==> src/rtl/core/uvst_pkg.sv <==
// Package: shared constants, types and tables for the UV sphere tessellator
`default_nettype none
package uvst_pkg;

  localparam int MaxSeg    = 1024;
  localparam int FracBits  = 16;
  localparam int CordSteps = 30;
  localparam int SegW      = 11;
  localparam int IdxW      = 11;
  localparam int RecipW    = 48;   // reciprocal fraction bits
  localparam logic signed [35:0] CordGain = 36'sd652032874;
  localparam logic signed [35:0] OneQ30   = 36'sd1073741824;

  typedef enum logic [2:0] {
    KIND_POS  = 3'd0,
    KIND_NRM  = 3'd1,
    KIND_TEX  = 3'd2,
    KIND_TAN  = 3'd3,
    KIND_BIT  = 3'd4,
    KIND_TRI  = 3'd5,
    KIND_ERR  = 3'd6
  } kind_e;

  typedef enum logic [1:0] {
    REG_RADIUS = 2'd0,
    REG_SECTOR = 2'd1,
    REG_STACK  = 2'd2
  } reg_idx_e;

  // arctangent of 2^-k in 2^-32 turns
  function automatic logic signed [33:0] atan_turn(input int k);
    logic signed [33:0] t;
    case (k)
      0: t = 34'sd536870912;   1: t = 34'sd316933406;   2: t = 34'sd167458907;
      3: t = 34'sd85004756;    4: t = 34'sd42667331;    5: t = 34'sd21354465;
      6: t = 34'sd10679838;    7: t = 34'sd5340245;     8: t = 34'sd2670163;
      9: t = 34'sd1335087;    10: t = 34'sd667544;     11: t = 34'sd333772;
      12: t = 34'sd166886;    13: t = 34'sd83443;      14: t = 34'sd41722;
      15: t = 34'sd20861;     16: t = 34'sd10430;      17: t = 34'sd5215;
      18: t = 34'sd2608;      19: t = 34'sd1304;       20: t = 34'sd652;
      21: t = 34'sd326;       22: t = 34'sd163;        23: t = 34'sd81;
      24: t = 34'sd41;        25: t = 34'sd20;         26: t = 34'sd10;
      27: t = 34'sd5;         28: t = 34'sd3;          29: t = 34'sd1;
      default: t = 34'sd0;
    endcase
    return t;
  endfunction

  // saturate a wide signed value into 32 bits
  function automatic logic [31:0] sat32(input logic signed [71:0] v);
    logic [31:0] r;
    if (v > 72'sd2147483647) r = 32'h7fff_ffff;
    else if (v < -72'sd2147483648) r = 32'h8000_0000;
    else r = v[31:0];
    return r;
  endfunction

  // round by 2^s: floor((v + 2^(s-1)) / 2^s)
  function automatic logic signed [71:0] rnd(input logic signed [71:0] v, input int s);
    logic signed [71:0] one;
    one = 72'sd1;
    return (v + (one <<< (s - 1))) >>> s;
  endfunction

  typedef struct packed {
    logic        cmd;
    logic        err;
    logic [IdxW-1:0] i;
    logic [IdxW-1:0] j;
    logic [SegW-1:0] sec;
    logic [SegW-1:0] stk;
    logic [15:0] rad;
  } item_t;

endpackage
`default_nettype wire

==> src/rtl/core/uvst_divu.sv <==
// Pipelined restoring divider: quotient of a 43-bit dividend by an 11-bit divisor
`default_nettype none
module uvst_divu import uvst_pkg::*; (
  input  wire logic        clk_i,
  input  wire logic        en_i,
  input  wire logic [42:0] num_i,
  input  wire logic [SegW-1:0] den_i,
  output logic [42:0]      quo_o
);
  // one quotient bit per step, registered every NPer bits
  localparam int NBits = 43;
  localparam int NPer  = 8;
  localparam int NStg  = (NBits + NPer - 1) / NPer;

  logic [42:0]     num_q [NStg+1];
  logic [42:0]     quo_q [NStg+1];
  logic [SegW:0]   rem_q [NStg+1];
  logic [SegW-1:0] den_q [NStg+1];

  always_comb begin
    num_q[0] = num_i;
    quo_q[0] = '0;
    rem_q[0] = '0;
    den_q[0] = den_i;
  end

  for (genvar s = 0; s < NStg; s++) begin : g_stg
    logic [42:0]   n_d, q_d;
    logic [SegW:0] r_d;
    always_comb begin
      logic [SegW+1:0] t;
      n_d = num_q[s];
      q_d = quo_q[s];
      r_d = rem_q[s];
      for (int b = 0; b < NPer; b++) begin
        if (s * NPer + b < NBits) begin
          t   = {r_d, n_d[42]};
          n_d = {n_d[41:0], 1'b0};
          if (t >= {2'b00, den_q[s]}) begin
            t = t - {2'b00, den_q[s]};
            q_d = {q_d[41:0], 1'b1};
          end else begin
            q_d = {q_d[41:0], 1'b0};
          end
          r_d = t[SegW:0];
        end
      end
    end
    always_ff @(posedge clk_i) begin
      if (en_i) begin
        num_q[s+1] <= n_d;
        quo_q[s+1] <= q_d;
        rem_q[s+1] <= r_d;
        den_q[s+1] <= den_q[s];
      end
    end
  end

  assign quo_o = quo_q[NStg];
endmodule
`default_nettype wire

==> config.mk <==
export PLATFORM = sky130hd
export DESIGN_NAME = uvst_divu
export DESIGN_NICKNAME = d
export VERILOG_FILES = /design/src/rtl/core/uvst_pkg.sv /design/src/rtl/core/uvst_divu.sv
export SDC_FILE = /design/constraint.sdc
export NUM_CORES = 2
export LEC_CHECK = 0
export BUFFER_PORTS_ARGS = -buffer_cell sky130_fd_sc_hd__buf_2
export CORE_MARGIN = 5
export CORE_UTILIZATION = 50
export CTS_CLUSTER_DIAMETER = 200
export DETAILED_ROUTE_END_ITERATION = 10
export GPL_TIMING_DRIVEN = 0
export PLACE_DENSITY = 0.66
export SLEW_MARGIN = 20
export SYNTH_ARGS = -nofsm -noshare
export SYNTH_HDL_FRONTEND = slang
export SYNTH_SLANG_ARGS = --single-unit
==> constraint.sdc <==
create_clock -name clk_i -period 26.8 [get_ports clk_i]
set_clock_uncertainty 0.15 [all_clocks]
set_input_delay 2.68 -clock clk_i [delete_from_list [all_inputs] [get_ports clk_i]]
set_output_delay 2.68 -clock clk_i [all_outputs]
set_load 0.01 [all_outputs]
Word level (Yosys, flattened, before mapping)
Index checks and enable logic that the tools add are counted.

Output and inout port bits: 43. Word-level logic and storage cells: 191. Register bits after elaboration: 373. Input port bits: 56.

Muxes and demuxes: 85. Order comparisons: 43. Add/sub/neg operators: 42.

Operator list (number): $ge 13x11->1 (42); $mux 12 (42); $sub 12x11->12 (41); $mux 1 (43); $sub 1x11->12 (1); $ge 1x11->1 (1).

Logic depth before layout (Yosys ltp)
Depth after elaboration: 16. Mapped depth: 124. Depth with buffers taken out: 112.

Worst setup path after synthesis
Ideal clock, no wire load.

Kind: input to register. Start: in num_i[42]. End: reg rem_q[63] (netlist bit), data pin. Setup time: 0.260 ns. Buffers on the path: 10. Slack: 4.313 ns. Data arrival time: 22.077 ns. Stages on the path: 105. Required time: 26.390 ns. Cell sequence: inv_1 ha_1 inv_1 ha_1 o2111ai_1 nor2_1 mux2_2 inv_1 ha_1 nor2b_1 o21ai_0 nand2b_1 a2111oi_1 o21ai_1 or4_1 clkbuf_1 clkbuf_1 o21ai_0 [... 69 more ...] o31a_1 o21ai_2 clkbuf_1 a21oi_1 ha_1 a21oi_1 o21ai_0 a21oi_1 o21ai_0 a21oi_1 o21ai_0 a21oi_1 o21bai_1 a21o_1 a21oi_1 and4bb_1 buf_4 mux2_2.

Longest elaborated chain between the ends: 16. Elaborated cells between the ends (all ways): 24. Those cells by class: add/sub: 8; order compare: 8; mux: 8.

RTL lines: from (decl) (RTL line uvst_divu.sv:6) `input wire logic [42:0] num_i,`; $sub 1x11->12 or $ge 1x11->1 (tied branches) (RTL line uvst_divu.sv:40, uvst_divu.sv:39); $mux 12 (*) (RTL line uvst_divu.sv:39) `if (t >= {2'b00, den_q[s]}) begin`; $sub 12x11->12 or $ge 13x11->1 (tied branches) (RTL line uvst_divu.sv:40, uvst_divu.sv:39); $mux 12 (*) (RTL line uvst_divu.sv:39); $sub 12x11->12 or $ge 13x11->1 (tied branches) (RTL line uvst_divu.sv:40, uvst_divu.sv:39); $mux 12 (*) (RTL line uvst_divu.sv:39); $sub 12x11->12 or $ge 13x11->1 (tied branches) (RTL line uvst_divu.sv:40, uvst_divu.sv:39); $mux 12 (*) (RTL line uvst_divu.sv:39); $sub 12x11->12 or $ge 13x11->1 (tied branches) (RTL line uvst_divu.sv:40, uvst_divu.sv:39); $mux 12 (*) (RTL line uvst_divu.sv:39); $sub 12x11->12 or $ge 13x11->1 (tied branches) (RTL line uvst_divu.sv:40, uvst_divu.sv:39); $mux 12 (*) (RTL line uvst_divu.sv:39); $ge 13x11->1 or $sub 12x11->12 (tied branches) (RTL line uvst_divu.sv:39, uvst_divu.sv:40); $mux 12 (*) (RTL line uvst_divu.sv:39); $sub 12x11->12 or $ge 13x11->1 (tied branches) (RTL line uvst_divu.sv:40, uvst_divu.sv:39); $mux 12 (*) (RTL line uvst_divu.sv:39); to (signal, indexed assignment) (RTL line uvst_divu.sv:53) `rem_q[s+1] <= r_d;`; to (decl) (RTL line uvst_divu.sv:17) `logic [SegW:0] rem_q [NStg+1];`.

Every way passes the cells marked *; elsewhere a longest branch is shown, timed or not. A chain may end at the register's enable or synchronous reset.

Worst setup path after layout
Start: in den_i[0]. End: reg rem_q[63] (netlist bit), data pin.

Longest elaborated chain between the ends: 16. Elaborated cells between the ends (all ways): 24. Those cells by class: add/sub: 8; order compare: 8; mux: 8.

RTL lines: from (decl) (RTL line uvst_divu.sv:7) `input wire logic [SegW-1:0] den_i,`; $sub 1x11->12 or $ge 1x11->1 (tied branches) (RTL line uvst_divu.sv:40, uvst_divu.sv:39); $mux 12 (RTL line uvst_divu.sv:39); $sub 12x11->12 or $ge 13x11->1 (tied branches) (RTL line uvst_divu.sv:40, uvst_divu.sv:39); $mux 12 (RTL line uvst_divu.sv:39); $sub 12x11->12 or $ge 13x11->1 (tied branches) (RTL line uvst_divu.sv:40, uvst_divu.sv:39); $mux 12 (RTL line uvst_divu.sv:39); $sub 12x11->12 or $ge 13x11->1 (tied branches) (RTL line uvst_divu.sv:40, uvst_divu.sv:39); $mux 12 (RTL line uvst_divu.sv:39); $sub 12x11->12 or $ge 13x11->1 (tied branches) (RTL line uvst_divu.sv:40, uvst_divu.sv:39); $mux 12 (RTL line uvst_divu.sv:39); $sub 12x11->12 or $ge 13x11->1 (tied branches) (RTL line uvst_divu.sv:40, uvst_divu.sv:39); $mux 12 (RTL line uvst_divu.sv:39); $ge 13x11->1 or $sub 12x11->12 (tied branches) (RTL line uvst_divu.sv:39, uvst_divu.sv:40); $mux 12 (RTL line uvst_divu.sv:39); $sub 12x11->12 or $ge 13x11->1 (tied branches) (RTL line uvst_divu.sv:40, uvst_divu.sv:39); $mux 12 (*) (RTL line uvst_divu.sv:39).

Marked as above.

==> impl_metrics.tcl <==
set metrics [dict create \
    status "finished, final reports clean" \
    maxCapViolCount 0 \
    cpMostUsedCell "o21ai_0" \
    grt_pass1_wl_um 145000 \
    clkSinkCount 373 \
    setup-violations-final 0 \
    slew_viol_final 0 \
    cp_data_required_time_ns 26.99 \
    endpoint_kind "flop" \
    clk_pin_slew_ns 0.06 \
    layout-drive-gt1-share 0.117 \
    start_util 0.506 \
    fmax_mhz 40.1 \
    cts_tree "yes" \
    synth_fp_nets 4523 \
    io_buffer_count 98 \
    viasPerCell 5.76 \
    synth-edff-count 373 \
    worstSkewPairLatency_ns 0.60 \
    dpl_cell_area_um2 38700 \
    dp_hpwl_um 69600 \
    yosysTopAreaCellShare 0.303 \
    grt_usage 0.223 \
    place_ws_ns -0.527 \
    syn_to_final_growth_pct 10.4 \
    die_w_um 282 \
    min_period_ns 24.91 \
    yosysSeqAreaShare 0.303 \
    synth_area_um2 37000 \
    critPathMaxStageDelay_ns 0.59 \
    globalplace.congestion 0.907 \
    setup.worst_path.start_class "primary input" \
    holdBufCountCts 0 \
    rows 99 \
    grt_max_degree 105 \
    final_hold_viol_count 0 \
    final.setup.tns_ns 0 \
    htreeDepth 2 \
    ys_ff_latch 373 \
    final_common_cell "ha_1" \
    synth.distinct_cells 106 \
    grt.overflow.total 0 \
    die_h_um 282 \
    min_path_type "reg2reg" \
    clk_path_buf_depth 3 \
    layout_common_cells "464 x ha_1, 373 x edfxtp_1, 303 x inv_1" \
    dr_total_vias 29600 \
    nFillCells 6686 \
    route.detailed.drc 0 \
    antenna_found_initial 0 \
    regArea_um2 11200 \
    dieArea_um2 79400 \
    dr.pass1.iters 6 \
    yosysTopAreaCell "edfxtp_1" \
    ant_nets 0 \
    synth-async-reset-ratio 0 \
    crit_fanout 15 \
    ioPinCount 99 \
    relSlewSlack 0.466 \
    arrival_ns 25.11 \
    path_class "in2reg" \
    max_slew.worst_pin.slew_ns 0.781 \
    drt_iter0_drc 1922 \
    finalInstanceArea_um2 40800 \
    syn_avg_cell_area_um2 9.33 \
    nNetsFinal 4708 \
    syn_inst 3962 \
    antenna_cells 0 \
    core_um2 73100 \
    wire_per_inst_um 17.8 \
    multi_input_area_um2 24400 \
    finalWorstSetupSlack_ns 1.89 \
    slowest_stage "a2111oi_1" \
    synth_area_leaders "edfxtp_1 30%, ha_1 16%, xnor2_1 4.7%" \
    cts_made_buffers 47 \
    synth-main-ff-cell "edfxtp_1" \
    wl_um 91400 \
    yosys_warnings 0 \
    grt_pass1_vias 28000 \
    clockRootBuffer "clkbuf_16" \
    utilization 0.558 \
    post-route-period-util 0.930 \
]
==> metal layers <==
| layer | global-route usage | part of all wire | up-vias |
|---|---|---|---|
| li1 | - | - | 15100 |
| met2 | 0.383 | 0.47 | 581 |
| met5 | 0 | 0 | - |
| met4 | 0.0539 | 0.023 | 0 |
| met1 | 0.302 | 0.47 | 13900 |
| met3 | 0.0254 | 0.041 | 116 |
==> through the flow <==
| step | cells | hold WS [ns] |
|---|---|---|
| after floorplan | 3962 | 0.250 |
| after global placement | 5019 | 0.250 |
| after detailed placement | 5022 | 0.255 |
| after CTS | 5112 | 0.254 |
| after global routing | 5145 | 0.270 |
| final | 5145 | 0.252 |
==> kinds of logic (layout without fill, tap and decap cells) <==
family	Yosys count	in the layout	share of synthesized area
AOI/OAI and AO/OA	1092	1092	0.189
and+or+nand+nor	1072	1072	0.146
adders and majority gates	505	505	0.179
buffers and inverters	380	604	0.0401
DFF	373	373	0.303
xor gates and xnor gates	302	302	0.0716
muxes	238	238	0.0711
==> state kept, by name, summed over array words and instances (netlist names) <==
name	count
quo_q	120
rem_q	60
den_q	55
quo_o	43
g_stg.n_d	60
num_q	35
==> path summary, 6_finish.rpt <==
check / cells past startpoint / end / startpoint / slack, ns
max: 104 / rem_q[63]$_DFFE_PP_ / den_i[0] / 1.89
min: 0 / g_stg[3].n_d[39]$_DFFE_PP_ / g_stg[2].n_d[31]$_DFFE_PP_ / 0.25
max reg2reg: 120 / rem_q[33]$_DFFE_PP_ / den_q[41]$_DFFE_PP_ / 1.92
min reg2reg: 0 / g_stg[3].n_d[39]$_DFFE_PP_ / g_stg[2].n_d[31]$_DFFE_PP_ / 0.25
==> critical path: cells and delay by family <==
kind            cells  cell delay (ns)
compound gates     54            11.57
fa+ha+maj           9             2.53
buf+inv            17             2.94
mux                 2             0.79
simple gates       22             4.57
==> synthesized netlist by cell type (12+ instances only) <==
master and number:
a21oi_1 302, nand2_1 261, nand3_1 53, xnor2_1 197, mux2i_1 78, o211ai_1 16, edfxtp_1 373, nand2b_1 80
nor2b_1 105, a211oi_1 42, mux2_2 144, a31oi_1 21, inv_1 315, o31a_1 17, or2_2 14, and3_1 20
a21boi_0 33, clkbuf_1 28, xor2_1 105, ha_1 464, o21bai_1 41, o21ai_1 12, nand4_1 88, and2_1 26
or3_1 20, buf_2 12, o31ai_1 33, a21o_1 120, o21a_1 60, fa_1 41, o21ai_0 274, nor3_1 66
nor2_1 272
==> area by class of cell <==
cell class                 count  share of cell area
timing repair buffer         139              0.0216
buffer                        55             0.00671
clock buffer                  52              0.0293
tap                          959              0.0294
multi-input combinational   3209               0.598
clock inverter                36             0.00947
inverter                     322              0.0308
sequential                   373               0.274
==> timing repair <==
action / in CTS / in global routing
pin swaps: 0 / 2
gates cloned: 0 / 0
setup buffers: 2 / 36
endpoints found under the setup margin: 25 / 65
gates resized for setup: 3 / 70
Power is left out: the tool's default activity adds up to more than one toggle a clock period on the data nets, which glitch-free logic cannot reach.
